==> config.mk <==
export PLATFORM = sky130hd
export DESIGN_NAME = clpm_alu
export DESIGN_NICKNAME = d
export VERILOG_FILES = /design/src/sv/clpm_pkg.sv /design/src/sv/clpm_alu.sv
export SDC_FILE = /design/constraint.sdc
export NUM_CORES = 1
export LEC_CHECK = 0
export ABC_AREA = 1
export BUFFER_PORTS_ARGS = -buffer_cell sky130_fd_sc_hd__buf_4
export CAP_MARGIN = 15
export CORE_MARGIN = 2
export CORE_UTILIZATION = 50
export CTS_CLUSTER_SIZE = 10
export DETAILED_ROUTE_END_ITERATION = 6
export PLACE_DENSITY = 0.77
export SLEW_MARGIN = 30
export SYNTH_ARGS = -nofsm -noshare
export SYNTH_HDL_FRONTEND = slang
export SYNTH_SLANG_ARGS = --single-unit
==> constraint.sdc <==
create_clock -name clk -period 12.25 [get_ports clk]
set_input_delay 1.225 -clock clk [delete_from_list [all_inputs] [get_ports clk]]
set_output_delay 1.225 -clock clk [all_outputs]
set_load 0.05 [all_outputs]
==> src/sv/clpm_pkg.sv <==
`default_nettype none

package clpm_pkg;

    localparam int TABLE_DEPTH_DEF = 256;
    localparam int WEIGHT_BITS_DEF = 16;

    localparam logic [15:0] HASH_MUL = 16'd1037;

    localparam logic [7:0] MUL_STEPS   = 8'd16;
    localparam logic [7:0] DIV16_STEPS = 8'd16;
    localparam logic [7:0] DIV17_STEPS = 8'd17;
    localparam logic [7:0] HASH_STEPS  = 8'd27;
    localparam logic [7:0] DIV32_STEPS = 8'd32;

    localparam logic [1:0] REG_NUM_STATES    = 2'd0;
    localparam logic [1:0] REG_NUM_PES       = 2'd1;
    localparam logic [1:0] REG_PES_PER_GROUP = 2'd2;
    localparam logic [1:0] REG_NUM_PLANES    = 2'd3;

    localparam logic [1:0] STATUS_NORMAL    = 2'd0;
    localparam logic [1:0] STATUS_HASH      = 2'd1;
    localparam logic [1:0] STATUS_ZERO_LOAD = 2'd2;

    localparam logic REQ_LOAD  = 1'b0;
    localparam logic REQ_QUERY = 1'b1;

    typedef enum logic {
        ALU_MUL,
        ALU_DIV
    } alu_op_t;

    typedef struct packed {
        logic       start;
        alu_op_t    op;
        logic [7:0] nbits;
    } alu_cmd_t;

    typedef enum logic [4:0] {
        ST_CLEAR,
        ST_IDLE,
        ST_LD_RD,
        ST_LD_UPD,
        ST_H_MUL,
        ST_H_DIV,
        ST_GROUPS,
        ST_PART,
        ST_GRP,
        ST_START_MUL,
        ST_START_MOD,
        ST_WALK,
        ST_WALK_DRAIN,
        ST_CUM_MUL,
        ST_OFF_MUL,
        ST_NP_MUL,
        ST_DEN_MUL,
        ST_Q_DIV,
        ST_QMOD,
        ST_FINAL,
        ST_OUT
    } state_t;

endpackage

`default_nettype wire

==> src/sv/clpm_alu.sv <==
`default_nettype none

module clpm_alu #(
    parameter int DW = 56
) (
    input  logic                clk,
    input  logic                rst_n,
    input  clpm_pkg::alu_cmd_t  cmd,
    input  logic [DW-1:0]       op_a,
    input  logic [DW-1:0]       op_b,
    output logic                done,
    output logic [DW-1:0]       acc,
    output logic [DW-1:0]       quo
);

    localparam int CW = $clog2(DW + 1);
    localparam int IW = $clog2(DW);

    logic                busy_reg, busy_next;
    logic                done_reg, done_next;
    clpm_pkg::alu_op_t   op_reg, op_next;
    logic [CW-1:0]       cnt_reg, cnt_next;
    logic [DW-1:0]       acc_reg, acc_next;
    logic [DW-1:0]       a_reg, a_next;
    logic [DW-1:0]       b_reg, b_next;
    logic [DW-1:0]       q_reg, q_next;

    logic [CW-1:0]       cnt_dec;
    logic                div_bit;
    logic [DW:0]         trial;
    logic [DW:0]         diff;
    logic                fits;

    assign cnt_dec = cnt_reg - CW'(1);
    assign div_bit = a_reg[cnt_dec[IW-1:0]];
    assign trial   = {acc_reg, div_bit};
    assign diff    = trial - {1'b0, b_reg};
    assign fits    = trial >= {1'b0, b_reg};

    always_comb
    begin
        busy_next = busy_reg;
        done_next = 1'b0;
        op_next   = op_reg;
        cnt_next  = cnt_reg;
        acc_next  = acc_reg;
        a_next    = a_reg;
        b_next    = b_reg;
        q_next    = q_reg;
        if (cmd.start)
        begin
            busy_next = 1'b1;
            op_next   = cmd.op;
            cnt_next  = CW'(cmd.nbits);
            acc_next  = '0;
            a_next    = op_a;
            b_next    = op_b;
            q_next    = '0;
        end
        else if (busy_reg)
        begin
            case (op_reg)
                clpm_pkg::ALU_MUL:
                begin
                    if (b_reg[0])
                    begin
                        acc_next = acc_reg + a_reg;
                    end
                    a_next = a_reg << 1;
                    b_next = b_reg >> 1;
                end
                clpm_pkg::ALU_DIV:
                begin
                    acc_next = fits ? diff[DW-1:0] : trial[DW-1:0];
                    q_next   = {q_reg[DW-2:0], fits};
                end
                default:
                begin
                    acc_next = acc_reg;
                end
            endcase
            cnt_next = cnt_dec;
            if (cnt_reg == CW'(1))
            begin
                busy_next = 1'b0;
                done_next = 1'b1;
            end
        end
    end

    always_ff @(posedge clk or negedge rst_n)
    begin
        if (!rst_n)
        begin
            busy_reg <= 1'b0;
            done_reg <= 1'b0;
            op_reg   <= clpm_pkg::ALU_MUL;
            cnt_reg  <= '0;
        end
        else
        begin
            busy_reg <= busy_next;
            done_reg <= done_next;
            op_reg   <= op_next;
            cnt_reg  <= cnt_next;
        end
    end

    always_ff @(posedge clk)
    begin
        acc_reg <= acc_next;
        a_reg   <= a_next;
        b_reg   <= b_next;
        q_reg   <= q_next;
    end

    assign done = done_reg;
    assign acc  = acc_reg;
    assign quo  = q_reg;

endmodule

`default_nettype wire

# Yosys cells after proc, flatten, opt, wreduce, memory -nomap -nowiden
# Index checks and enable logic that the tools add are counted.
# W data, S select, Z words.
[totals]
elab_cells = 40
latch_bits = 0
output_inout_bits = 113
romBits = 0
n_memories = 0
register_bits = 233
mem_bits_rw = 0
in_bits = 124
[classes]
multipliers = 0
n_eq_ne = 3
n_shift = 0
n_addsub = 3
bitwise_logic = 1
n_div = 0
muxes = 19
n_reduce_logical = 4
magnitude_cmp = 2
[ops]
columns = ["operator", "count"]
rows = [
  ["$mux W56", 8],
  ["$pmux W56 S2", 1],
  ["$ge A57 B56 Y1", 1],
  ["$add A56 B56 Y56", 1],
  ["$sub A56 B56 Y56", 1],
  ["$mux W6", 2],
  ["$lt A6 B7 Y1 const B", 1],
  ["$mux W1", 7],
  ["$bmux W1 S6", 1],
  ["$eq A6 B1 Y1 const B", 1],
  ["$reduce_and A2 Y1", 3],
  ["$sub A6 B1 Y6 const B", 1],
  ["$ne A2 B2 Y1 const B", 2],
  ["$reduce_bool A2 Y1", 1],
  ["$not A1 Y1", 1],
]

# Logic depth before layout (Yosys ltp)
# Gate-level depths: netlist of the first run.
[depth]
depth_word = 6
depth_mapped = 32
ltp_nobuf = 30

# Worst setup path before layout of the first run
# OpenSTA, ideal clock, no wires.
[synth_path]
path_type = "reg-to-reg"
startpoint = "register op_reg"
endpoint = "register a_reg[0], enable pin"
setup_time_ns = 0.737
required_time_ns = 11.513
synth_period_minus_slack_ns = 9.399
path_slack_ns = 2.851
arrival_time_ns = 8.662
n_path_buf = 2
stages_incl_launch_ff = 4
path_cell_list = "dfrtp_1 > buf_1 > clkbuf_1 > o21ai_0"
[synth_between]
elab_chain_len = 2
[synth_lines]
columns = ["element", "line_no", "rtl"]
rows = [
  ["start, declared", "clpm_alu.sv:21", "clpm_pkg::alu_op_t op_reg, op_next;"],
  ["start signal, assigned", "clpm_alu.sv:97", "op_reg <= clpm_pkg::ALU_MUL;"],
  ["start signal, assigned", "clpm_alu.sv:104", "op_reg <= op_next;"],
  ["$ne A2 B2 Y1 (no line)", "-", ""],
  ["$reduce_and A2 Y1 (no line)", "-", ""],
  ["end signal, assigned", "clpm_alu.sv:112", "a_reg <= a_next;"],
  ["end, declared", "clpm_alu.sv:24", "logic [DW-1:0] a_reg, a_next;"],
]
# No other way between the ends.
# A chain may end at the register's enable or synchronous reset.

# Worst setup path in the final report of the first run
[layout_path]
startpoint = "register cnt_reg[0]"
endpoint = "register acc_reg[32] (netlist: acc[32])"
[layout_between]
elab_chain_len = 6
elab_cells_between_ends = 7
cone_classes = "add/sub (2); order compare (1); mux (4)"
[layout_lines]
columns = ["element", "line_no", "rtl"]
rows = [
  ["start, declared", "clpm_alu.sv:22", "logic [CW-1:0] cnt_reg, cnt_next;"],
  ["start signal, assigned", "clpm_alu.sv:105", "cnt_reg <= cnt_next;"],
  ["$sub A6 B1 Y6 *", "clpm_alu.sv:34", "assign cnt_dec = cnt_reg - CW'(1);"],
  ["$bmux W1 S6 *", "clpm_alu.sv:35", "assign div_bit = a_reg[cnt_dec[IW-1:0]];"],
  ["$mux W1 (implied by the code) *", "clpm_alu.sv:35", ""],
  ["$sub A56 B56 Y56 or $ge A57 B56 Y1 (tied branches)", "clpm_alu.sv:37, clpm_alu.sv:38", ""],
  ["$mux W56 *", "clpm_alu.sv:74", "acc_next = fits ? diff[DW-1:0] : trial[DW-1:0];"],
  ["$pmux W56 S2 *", "clpm_alu.sv:62", "case (op_reg)"],
  ["end signal, assigned", "clpm_alu.sv:111", "acc_reg <= acc_next;"],
  ["end, declared", "clpm_alu.sv:23", "logic [DW-1:0] acc_reg, acc_next;"],
]
# Every way passes the cells marked *; elsewhere a longest branch is shown, timed or not. The select of a mux whose other input is x is not followed.

==> results.txt, run 1 <==
The endpoint of the worst register-to-register path was acc[32]. The vias per cell was 5.46; the layout cell share with drive strength beyond 1 was 10.3%. The number of synthesized register bits is 233, and the number of I/O port buffers is 234.

For this design the static power due to leakage is 0.0112 uW. Based on the critical path, the design can be clocked at up to 172 MHz. Pin placement for this block handled 237 I/O pins. Dominant register cell in the synthesized netlist: edfxtp_1. Setup repair after global routing left no endpoint under its margin. The placeable core area came out at 37800 um2. In this run, the number of DRC markers left after iteration 0 of detailed routing was 1970.

The number of setup buffers added after CTS is 0. The tools report the final number of hold-violating endpoints as 0. TritonCTS built the clock tree. The tools report the total global routing overflow as 0. Synthesis produced 3078 cells. After legalization and detailed placement, the total HPWL measured 55000 um. The synthesized netlist occupies a cell area of 19300 um2. In the finished design, the share of the clock period the worst path needs comes to 47.4%. Clock-pin slew was measured on the worst setup and hold paths at 0.06 ns. By instance count, the cell type seen most on the critical path is nand3_1. The data required time at the worst endpoint came out at 12.67 ns. For the source-to-sink clock delay at the later pin of the worst-skew pair, the log shows 0.60 ns. Cell class contributing the biggest share of worst-path delay: buffers and inverters. The final count of negative-setup-slack endpoints was 0. The synthesized design contains 112 enable-type register cells. After clock tree synthesis, the repair step resized 0 gates. At the pin with the least slew margin, the transition time is 0.960 ns. Via count of the first global-routing pass: 19300. The master of the slowest instance on the critical path is ha_1. A synthesized cell averages 6.26 um2. For the final count of pins violating max slew, the log shows 0. Reg-to-reg startpoint: cnt_reg[0]. The number of nets in the synthesized netlist is 3317. The worst setup path is launched from a flop. CTS root buffer: clkbuf_16. Compared with the post-synthesis result, the final layout area differs by 15.3%. The count of standard-cell rows was 71. The tool flagged a number of max-cap violations equal to 0. For the placer's final routability congestion estimate, the log shows 1.03. The run gives 0 as the remaining routing DRC violations. During synthesis, Yosys emitted a total of 0 warnings.

The run gives 0 as the number of antenna violations at the first check in global routing. The final layout contains 3500 nets. The tools report the initial core utilization as 51.0%. The number of nets still failing antenna checks after routing is 0, and the CTS sink count is 233.

After layout, the design draws a total of 4370 uW. The worst setup path is captured at a flop. The first-pass GRT wire length was 106000 um. Together, buffers and inverters on the worst path number 6. The setup check on the worst reg-to-reg path leaves a slack of 6.44 ns. The detailed-route wire length was 68400 um. The worst setup path is of the reg2reg kind.

In this run the power density over the cells is 197 nW/um2. In the synthesized netlist the async set-or-reset flop fraction comes to 3.86%. In the global route stage, overall resource usage came out at 33.3%. In this run, CTS created clock tree buffers numbering 28. The endpoint arrival time on the critical path came out at 6.22 ns.

The number of distinct standard cells referenced by the synthesized netlist is 43. Detailed routing inserted a total of 20700 vias. Largest net degree at the start of global routing: 113. The min-delay analysis places its worst path in the category in2async. For the final sum of negative setup slack, the log shows 0 ns. The logs give 0 for the hold-fix buffer count after cts and 0.0273 ns for the final worst clock skew. In this run the vertical extent of the chip is 200 um.

Count of H-tree levels built during CTS: 1. The die covers 40100 um2. Worst-case hold slack: 0.445 ns.

Dividing the detail-routed wire length by the instance count gives 18.1 um. Counting I/O delays and the setup requirement, the final critical path takes 5.81 ns. Maximum fanout along the worst path: 91.

The horizontal die dimension is 200 um. The maximum single-stage delay on the critical path works out to 1.04 ns. The peak ir drop on the vdd network is 132 uV, and the sequential cell area fraction in the yosys report is 30.3%. The worst-case clock buffer depth is 3.

Depth of the worst register-to-register path: 25. The first detailed-routing pass ran for 5 iterations. The run finished with clean final reports. The relative slew slack was 36.0%.
==> layout by cell type (no fill, tap or decap), drive strengths merged <==
cell and instances:
a21oi 205, xnor2 19, and2 3, o221ai 5, or2 21, clkinv 7
a31oi 19, and3 1, o22ai 1, a21o 3, nand3b 15, edfxtp 112
inv 450, ha 113, o21bai 17, xor2 25, dfrtp 9, diode 1
o211ai 24, fa 2, nand3 188, nor3 15, nor4 4, buf 246
nand2 886, o21ai 306, dfxtp 112, bufinv 1, nor2 391, clkbuf 42
a21boi 2, o21a 10, nand4 24
==> area by class of cell <==
type / instances / area, um2
Fill cell: 3701 / 15600
Multi-Input combinational cell: 2299 / 11300
Sequential cell: 233 / 5830
Timing Repair Buffer: 246 / 1850
Inverter: 453 / 1700
Clock buffer: 42 / 773
Tap cell: 511 / 639
Clock inverter: 5 / 61.3
Antenna cell: 1 / 2.50
==> Yosys cell counts, types with 2 or more instances <==
master    number  share of area (%)
o221ai_1       5               0.23
buf_2          3              0.078
or2_2         16               0.52
o21ai_1        3              0.078
nand2_1      883                 17
o211ai_1      24               0.94
a21o_1         3               0.12
nand3_2        6               0.31
o21bai_1      17               0.66
buf_6          6               0.35
o21ai_0      303                7.9
and2_1         3              0.097
nand3b_1      15               0.58
dfxtp_1      112                 12
edfxtp_1     112                 17
clkinv_1       2              0.039
nand2_2        3              0.097
ha_1         113                7.3
inv_2         13               0.25
inv_1        438                8.5
dfrtp_1        9                1.2
a21oi_1      204                5.3
nor3_1        14               0.36
nand3_1      182                4.7
nand4_1       24               0.78
buf_1         10               0.19
nor2_1       380                7.4
a21boi_0       2              0.078
or2_1          5               0.16
clkbuf_1      72                1.4
nor4_1         4               0.13
buf_4          2              0.078
nor2_2        10               0.32
xor2_1        25                1.1
xnor2_1       19               0.86
a31oi_1       19               0.62
o21a_1        10               0.39
fa_1           2               0.21
==> worst register-to-register path: stages (launching register included) <==
cell and delay (ns):
dfrtp_1 0.35, clkinv_1 0.33, ha_1 1.04, inv_1 0.38
a21oi_1 0.19, o21ai_0 0.09, nand3_1 0.07, nand3_1 0.08
nand3_1 0.11, nand3_1 0.07, nand2_1 0.21, inv_1 0.08
ha_1 0.20, inv_1 0.14, nand3_1 0.10, nand3_1 0.17
nand2_1 0.09, nand3_2 0.15, nand2_2 0.13, nand3_2 0.30
buf_4 0.72, inv_2 0.29, nand2_1 0.13, nand3_1 0.07
nand3_1 0.09, a21oi_1 0.07
==> worst max-delay path by stage <==
| stage | from | to | slack [ns] | depth (start not counted) |
|---|---|---|---|---|
| 6_report | cnt_reg[0] | acc[32] | 6.44 | 25 |
| 5_1_grt | cnt_reg[0] | acc[32] | 6.01 | 25 |
| 4_1_cts | cnt_reg[0] | acc[32] | 6.47 | 25 |
| 3_5_place_dp | cnt_reg[0] | acc[47] | 6.53 | 25 |
| 3_3_place_gp | cnt_reg[0] | acc[47] | 6.60 | 25 |
| 2_1_floorplan | op_reg | a_reg[0] | 2.85 | 3 |
==> cell families (layout without fill, tap and decap cells) <==
logic type,Yosys count,in the layout,synth area share (%)
buffers and inverters,546,746,10.9
AND/OR/NAND/NOR,1548,1548,32.9
XOR/XNOR,44,44,2.00
adder cells (fa/ha/maj),115,115,7.55
AO/OA/AOI/OAI,592,592,16.4
flip-flops,233,233,30.3
other,0,1,0
==> metal layers <==
layer	GRT usage [%]	part of all wire (%)	vias up	wire length [um]
met5	0	0	-	0
met2	52.3	43	914	29700
met4	13.1	4.3	0	2940
li1	-	-	10300	-
met3	3.89	8.4	147	5750
met1	46.9	44	9313	30100
==> through the flow <==
step	cells	cell area (um2)	setup WS (ns)	util [%]
finish	3790	22200	6.44	58.8
global route	3789	22200	6.01	58.8
CTS	3789	22200	6.47	58.8
detailed placement	3742	21400	6.53	56.6
global placement	3742	21400	6.60	56.6
floorplan	3078	19300	2.85	-
==> report_power, final <==
| part | internal, uW | switching [uW] | total [uW] |
|---|---|---|---|
| clock | 451 | 342 | 793 |
| combinational | 754 | 1670 | 2430 |
| sequential | 954 | 193 | 1150 |
| total | 2160 | 2210 | 4370 |
Power figures use the tool's default switching activity.
==> run 2: changes to the inputs <==
- ABC_AREA: 1 -> 0
- PLACE_DENSITY: 0.77 -> 0.78
- clock period: 12.25 -> 5.6 ns (I/O delays scaled with it)
==> results.txt, run 2 <==
The number of antenna violations at the first check in global routing is 0. The adder-cell area share of the yosys netlist came out at 8.64%. The number of buffers and inverters on the critical path was 2. Detailed-route wire length: 51500 um. The combined global-route utilization of all metal layers is 28.4%, and the layout cell share with drive strength beyond 1 is 19.3%.

The area growth from synthesis to layout is 17.9%. The number of iterations in the first detailed-routing pass is 5. The tools report the area of placed instances as 18900 um2. Entering global routing, the biggest net connects 100 pins. In this run the worst path has a maximum fanout of 9. The number of flops mapped to enable cells by yosys is 112.

For this design the top-level I/O count stands at 237. The final number of hold-violating endpoints was 0. TritonCTS built the clock tree. The logs give 0.00852 uW for the leakage dissipation and 0 ns for the final sum of negative setup slack. The cell class contributing the biggest share of worst-path delay is compound AO/OA/AOI/OAI gates.

For the DRC violation total after the first TritonRoute iteration, the log shows 1389. The most used flip-flop cell after synthesis is edfxtp_1. The clock transition at the register clock pins on the worst setup and hold paths after CTS is 0.06 ns. After synthesis the netlist holds a flip-flop and latch count of 233. For the via count of the first global-routing pass, the log shows 14900.

The logs give 5.81 ns for the endpoint arrival time on the critical path and 0 for the max capacitance violation total. Total global routing overflow: 0. For the final count of pins violating max slew, the log shows 0.

The run gives 29 as the total CTS buffers. Derived from the worst setup path, the maximum achievable clock frequency is 188 MHz. In the layout the commonest cells are nand2_1, buf_4, a21oi_1. Across all layers, the routed design uses 15800 vias.

For the number of nets at the end of the flow, the log shows 2398. The vias per cell came out at 6.00. Yosys instantiated no cell more often than nand2_1.

Synthesis produced a netlist with a net count of 2223. The run gives 233 as the CTS sink count. Counting flops with an async set or reset pin after synthesis yields a share of 3.86%.

Combinational family with the most area after synthesis: compound AO/OA/AOI/OAI gates. The final count of negative-setup-slack endpoints is 0, and the worst-case hold slack is 0.199 ns. The synthesized-area fraction occupied by ao, oa, aoi and oai cells was 24.5%. In this run the clock root is driven by a clkbuf_16. For the source-to-sink clock delay at the later pin of the worst-skew pair, the log shows 0.57 ns.

After layout, the worst path uses 95.1% of the clock period. The most common library cell in the layout ignoring fill and taps is nand2_1. The number of I/O port buffers was 234; the share of the synthesized netlist area taken by xor and xnor gates was 5.73%. Counting every instance in the synthesized netlist gives 1984. The run gives 6.09 ns as the data required time at the worst endpoint. The kind of capture point of the worst setup path is a flop. After synthesis, flip-flops and latches occupy 34.7% of the total area.

The ratio of total power to cell area came out at 504 nW/um2. On the worst path, the slowest cell contributes a delay of 0.63 ns. The initial utilization of the core area, before any placement, comes to 50.4%. At the end of routability-driven placement, the weighted congestion stood at 0.956. Setup repair after global routing left no endpoint under its margin.

The count of H-tree levels built during CTS came out at 1. The flow ran to the end, and the final reports show no timing, DRC or antenna violations. The tools report the post-CTS setup repair buffer count as 0. The kind of critical path is reg2reg. Summing all non-filler instances in the final layout gives an area of 19800 um2. Yosys printed 0 warnings.

VDD sags by at most 301 uV. In this run the deepest clock path goes through 3 buffers. The number of antenna diodes in the final layout is 0. The startpoint type of the worst setup path is a flop. The final critical-path required period came out at 5.33 ns. Detailed placement ended at an HPWL of 38900 um. The synthesized area was 16800 um2. Yosys attributes the largest share of cell area to edfxtp_1, dfxtp_1, ha_1, nand2_1, a21oi_1. Cell accounting for the most synthesized area: edfxtp_1. The placeable core area was 33400 um2. The share of synthesized area spent on multiplexers works out to 6.62%. The worst hold path belongs to the class in2reg. After filler insertion, the fill cell instance count of the layout stands at 3032.

In this run the remaining antenna-violating nets after routing total 0. After detailed routing, the number of remaining DRC violations is 0. The average instance in the mapped netlist occupies 8.48 um2. The first global-routing pass estimated 81000 um of wire.

For this design, the slowest cell found on the critical path is xnor2_1. The floorplan step defined a die boundary enclosing 35100 um2. Measured along the x axis, the die boundary spans 187 um. The y dimension of the die is 187 um. For the final database, setup skew stands at 0.0157 ns.

The run gives 83 as the number of distinct standard cells referenced by the synthesized netlist. Row generation in the floorplan step produced 67 rows. After detailed routing, the average wire length per cell comes to 19.6 um. In the synthesized netlist, the cells that appear most often are nand2_1, a21oi_1, o21ai_0. Walking the worst path, the cells encountered are buf_4 > nor3_1 > xnor2_1 > mux2i_1 > mux4_2 > a21o_1 > ha_1 > inv_1 > fa_1 > a21o_1 > a31o_2 > a21oi_1 > o311a_1 > o211a_1 > nor2_1 > a21oi_2 > o21a_1 > or3_1 > a31o_2 > o32ai_1. Summing the areas of all and, or, nand and nor instances in the mapped netlist gives 15.2% of the synthesized area. For the pin with the worst max-slew slack, the measured transition is 0.826 ns. After synthesis, the largest area contributor takes up 20.0% of total cell area. Headroom to the max-slew limit came out at 45.0%.
-- run 2: cell types whose count changed after synthesis, sizes merged, moves of 14 or more --
cell,change
nand2,-563
inv,-362
nor2,-295
nand3,-156
o21ai,-126
mux2,+58
a21o,+55
xnor2,+41
xor2,+25
a31o,+22
a211oi,+20
clkbuf,+16
mux4,+16
and3,+14
-- run 2: power breakdown --
part	leakage (uW)	switching [uW]	internal (uW)	total, uW
logic	0.00590	3510	2170	5680
registers	0.00219	453	2080	2540
clock network	0.000430	728	1050	1770
total	0.00852	4700	5300	9990
-- run 2: routing by layer --
metal  vias up  routed length (um)  GRT usage, %
met1      7439               23800          42.3
li1       7580                   -             -
met5         -                   0             0
met4         0                1320          8.42
met2       663               21800          41.9
met3        74                4570          5.25
-- run 2: worst min-delay path: cells and delay by family --
kind,cells,cell delay (ns)
simple gates,1,0.04
buf+inv,1,0.08
compound gates,1,0.06
-- run 2: stage by stage --
stage          setup slack, ns  power (uW)  std cells  util [%]
5_1_grt                 0.0191       10600       2627      59.4
3_3_place_gp             0.323        8020       2575      56.7
2_1_floorplan            0.186        6550       1984         -
3_5_place_dp             0.238        8080       2575      56.7
6_report                 0.273        9990       2627      59.4
4_1_cts                  0.212        9890       2627      59.4
-- run 2: worst paths after layout --
path / startpoint / cells past startpoint / endpoint / slack (ns)
hold / removal: cmd[4] / 3 / cnt_reg[4] / 0.20
hold reg to reg: quo[55] / 2 / quo[55] / 0.47
min in group asynchronous: rst_n / 2 / done / 0.35
max in group asynchronous: rst_n / 2 / op_reg / 5.10
setup / recovery: cnt_reg[0] / 20 / acc[54] / 0.27
setup reg to reg: cnt_reg[0] / 20 / acc[54] / 0.27
-- run 2: area by class of cell --
cell class | count | area (um2) | area share [%]
timing repair buffer | 256 | 1960 | 9.86
sequential | 233 | 5830 | 29.4
inverter | 90 | 338 | 1.70
tap | 448 | 561 | 2.83
multi-input combinational | 1549 | 10300 | 51.7
clock buffer | 45 | 817 | 4.12
clock inverter | 6 | 73.8 | 0.372
-- run 2: logic make-up after synthesis --
group,Yosys count
xor+xnor,110
flops,233
mux,84
fa+ha+maj,115
compound gates,659
buf+inv,202
simple gates,581
-- run 2: timing repair --
action | 4_1_cts | 5_1_grt
setup endpoints to repair | 0 | 7
gates resized for setup | 0 | 3
endpoints found under the hold margin | 9 | 0
hold buffers | 1 | 0
==> run 3: changes to the inputs <==
- RECOVER_POWER: unset -> 50
==> results.txt, run 3 (synthesis gave the netlist of run 2 again) <==
The first-pass GRT wire length was 81000 um. The number of I/O port buffers is 234, and the clock network fraction of total power is 18.0%. In the routed layout, each cell is associated on average with a via count of 5.99. The logs give 100 for the largest net degree at the start of global routing and 1 for the count of H-tree levels built during CTS.

237 I/O pins were placed. On the final layout, the worst hold slack is 0.195 ns. The pre-antenna-repair detailed-routing pass consisted of 6 iterations. Combinational logic burns 56.3% of the power. The checks that failed: max-capacitance violations, max-slew violations. The tightest min-delay check is of the in2reg type. Cells fill 58.1% of the core in the end. Routability-driven placement finished with a final weighted congestion of 0.956.

For the pin with the worst max-slew slack, the measured transition is 3.15 ns. The total internal power came out at 5180 uW. The ratio of total power to cell area is 509 nW/um2. Setup repair after global routing left no endpoint under its margin. The placeable core area came out at 33400 um2. The number of antenna violations at the first check in global routing was 0; the initial core utilization was 50.4%. In this run the deepest clock path goes through 3 buffers. The tools report the final count of pins violating max slew as 157. Data on the critical path is required at its endpoint by 6.09 ns.

The tools report the DRC violation total after the first TritonRoute iteration as 1423. The y dimension of the die came out at 187 um. The via count of the first global-routing pass is 14900, and the maximum fanout along the worst path is 9. After legalization and detailed placement, the total HPWL measured 38900 um. The total global routing overflow was 0. For the number of fillers in the final layout, the log shows 3180.

Across every metal layer, demand over resource in global routing totals 28.4%. Setup violations remaining at the end of the flow were counted as 0. The floorplan has 67 rows.

Final number of hold-violating endpoints: 0. For this run, design rule violations remaining after detail routing come to 0. Clock tree synthesis selected as its root buffer the cell clkbuf_16.

For this run, the top clock speed supported by timing is 188 MHz. The final critical-path required period is 5.32 ns, and the power dissipated by switching net loads is 4690 uW. In this run, flip-flops and latches consume 25.7% of the power.

The max capacitance violation total was 3; the source-to-sink clock delay at the later pin of the worst-skew pair was 0.58 ns. The kind of critical path was reg2reg. Net switching is 47.5% of the power.

The worst-case IR drop observed on VDD is 270 uV. The relative slew slack came out at -110%. Summing all non-filler instances in the final layout gives an area of 19400 um2.

The area growth from synthesis to layout is 15.2%. The worst setup path is launched from a flop. Number of nets still failing antenna checks after routing: 0. The die covers 35100 um2. The signal on the critical path passes through buf_4 > nor3_1 > xnor2_1 > mux2i_1 > mux4_2 > a21o_1 > ha_1 > inv_1 > fa_1 > a21o_1 > a31o_2 > a21oi_1 > o311a_1 > o211a_1 > nor2_1 > a21oi_2 > o21a_1 > or3_1 > a31o_2 > o32ai_1. The die is 187 um wide. The run gives 29 as the total CTS buffers. The run gives 5.81 ns as the endpoint arrival time on the critical path. Clock skew on the completed layout was measured at 0.0185 ns. The tools report the kind of capture point of the worst setup path as a flop. The layout cell share with drive strength beyond 1 came out at 13.9%. The final non-filler cell total was 2627. The top cell types in the final layout, fill and taps aside, are nand2_1, a21oi_1, o21ai_0. After clock tree synthesis, the clock-pin slew on the worst setup and hold paths is 0.06 ns. The slowest stage of the critical path belongs to the cell xnor2_1. For this run, the post-layout net count is 2398. The area of placed instances is 18900 um2.

The library cell used most frequently in the layout, excluding fill and tap cells, is nand2_1. In this design, the stage delay of the slowest critical-path cell is 0.63 ns. After detailed placement, the design holds a cell count of 2575. The run finished, with violations left. In the final timing run, aggregate negative setup slack is 0 ns. The leakage dissipation came out at 0.00804 uW.

Via count of the routed design: 15700. After detailed routing, the total wire length is 51300 um. In the finished design, the share of the clock period the worst path needs comes to 95.0%. TritonCTS built the clock tree. The routed length per instance was 19.5 um. The CTS sink count was 233; the number of diodes added for antenna fixing was 0.
-- run 3: changes by cell type in the layout (fill, tap and decap cells not counted), sizes merged --
cell and delta:
buf -117, clkbuf +117
-- run 3: worst paths after layout --
check | slack (ns) | from | endpoint | cells past startpoint
worst min-delay path | 0.20 | cmd[4] | cnt_reg[4] | 3
worst max register to register | 0.28 | cnt_reg[0] | acc[54] | 20
max in group asynchronous | 4.77 | rst_n | cnt_reg[1] | 2
min in group asynchronous | 0.47 | rst_n | done | 2
worst min register to register | 0.46 | quo[55] | quo[55] | 2
worst max-delay path | 0.28 | cnt_reg[0] | acc[54] | 20
-- run 3: what timing repair did --
action,CTS,global route
setup buffers,0,0
hold buffers,1,0
resized for setup,0,3
endpoints found under the setup margin,0,7
endpoints found under the hold margin,9,0
-- run 3: metrics by stage --
step                total power [uW]  setup slack, ns
global route                   10500           0.0191
floorplan                       6550            0.186
global placement                8020            0.323
detailed placement              8080            0.238
finish                          9870            0.283
CTS                             9890            0.212
-- run 3: final cells by class --
class	count	area, um2	area share, %
repair buffers	256	1520	7.83
multi-input cells	1549	10200	52.9
flip-flops and latches	233	5830	30.1
well taps	448	561	2.89
inverters	90	338	1.74
clock inverters	6	73.8	0.381
clock buffers	45	817	4.22
-- run 3: power by group through the flow --
stage,clock network [uW],logic (uW),registers [uW]
floorplan,0,3730,2820
global placement,0,5490,2530
detailed placement,0,5540,2540
CTS,1800,5580,2510
global route,1860,6060,2550
finish,1770,5560,2540
-- run 3: worst max-delay path, delay by kind of cell (launching register included) --
family                   cells  cell delay (ns)
adder cells (fa/ha/maj)      2             0.42
flip-flops                   1             0.34
AND/OR/NAND/NOR              3             0.68
XOR/XNOR                     1             0.63
AO/OA/AOI/OAI               10             2.16
buffers and inverters        2             0.28
multiplexers                 2             0.73
-- run 3: layer usage --
layer / vias to the layer above / track usage, % / part of all wire [%]
met5: - / 0 / 0
li1: 7576 / - / -
met3: 80 / 5.25 / 8.8
met2: 661 / 41.9 / 42
met1: 7415 / 42.3 / 46
met4: 0 / 8.42 / 2.6
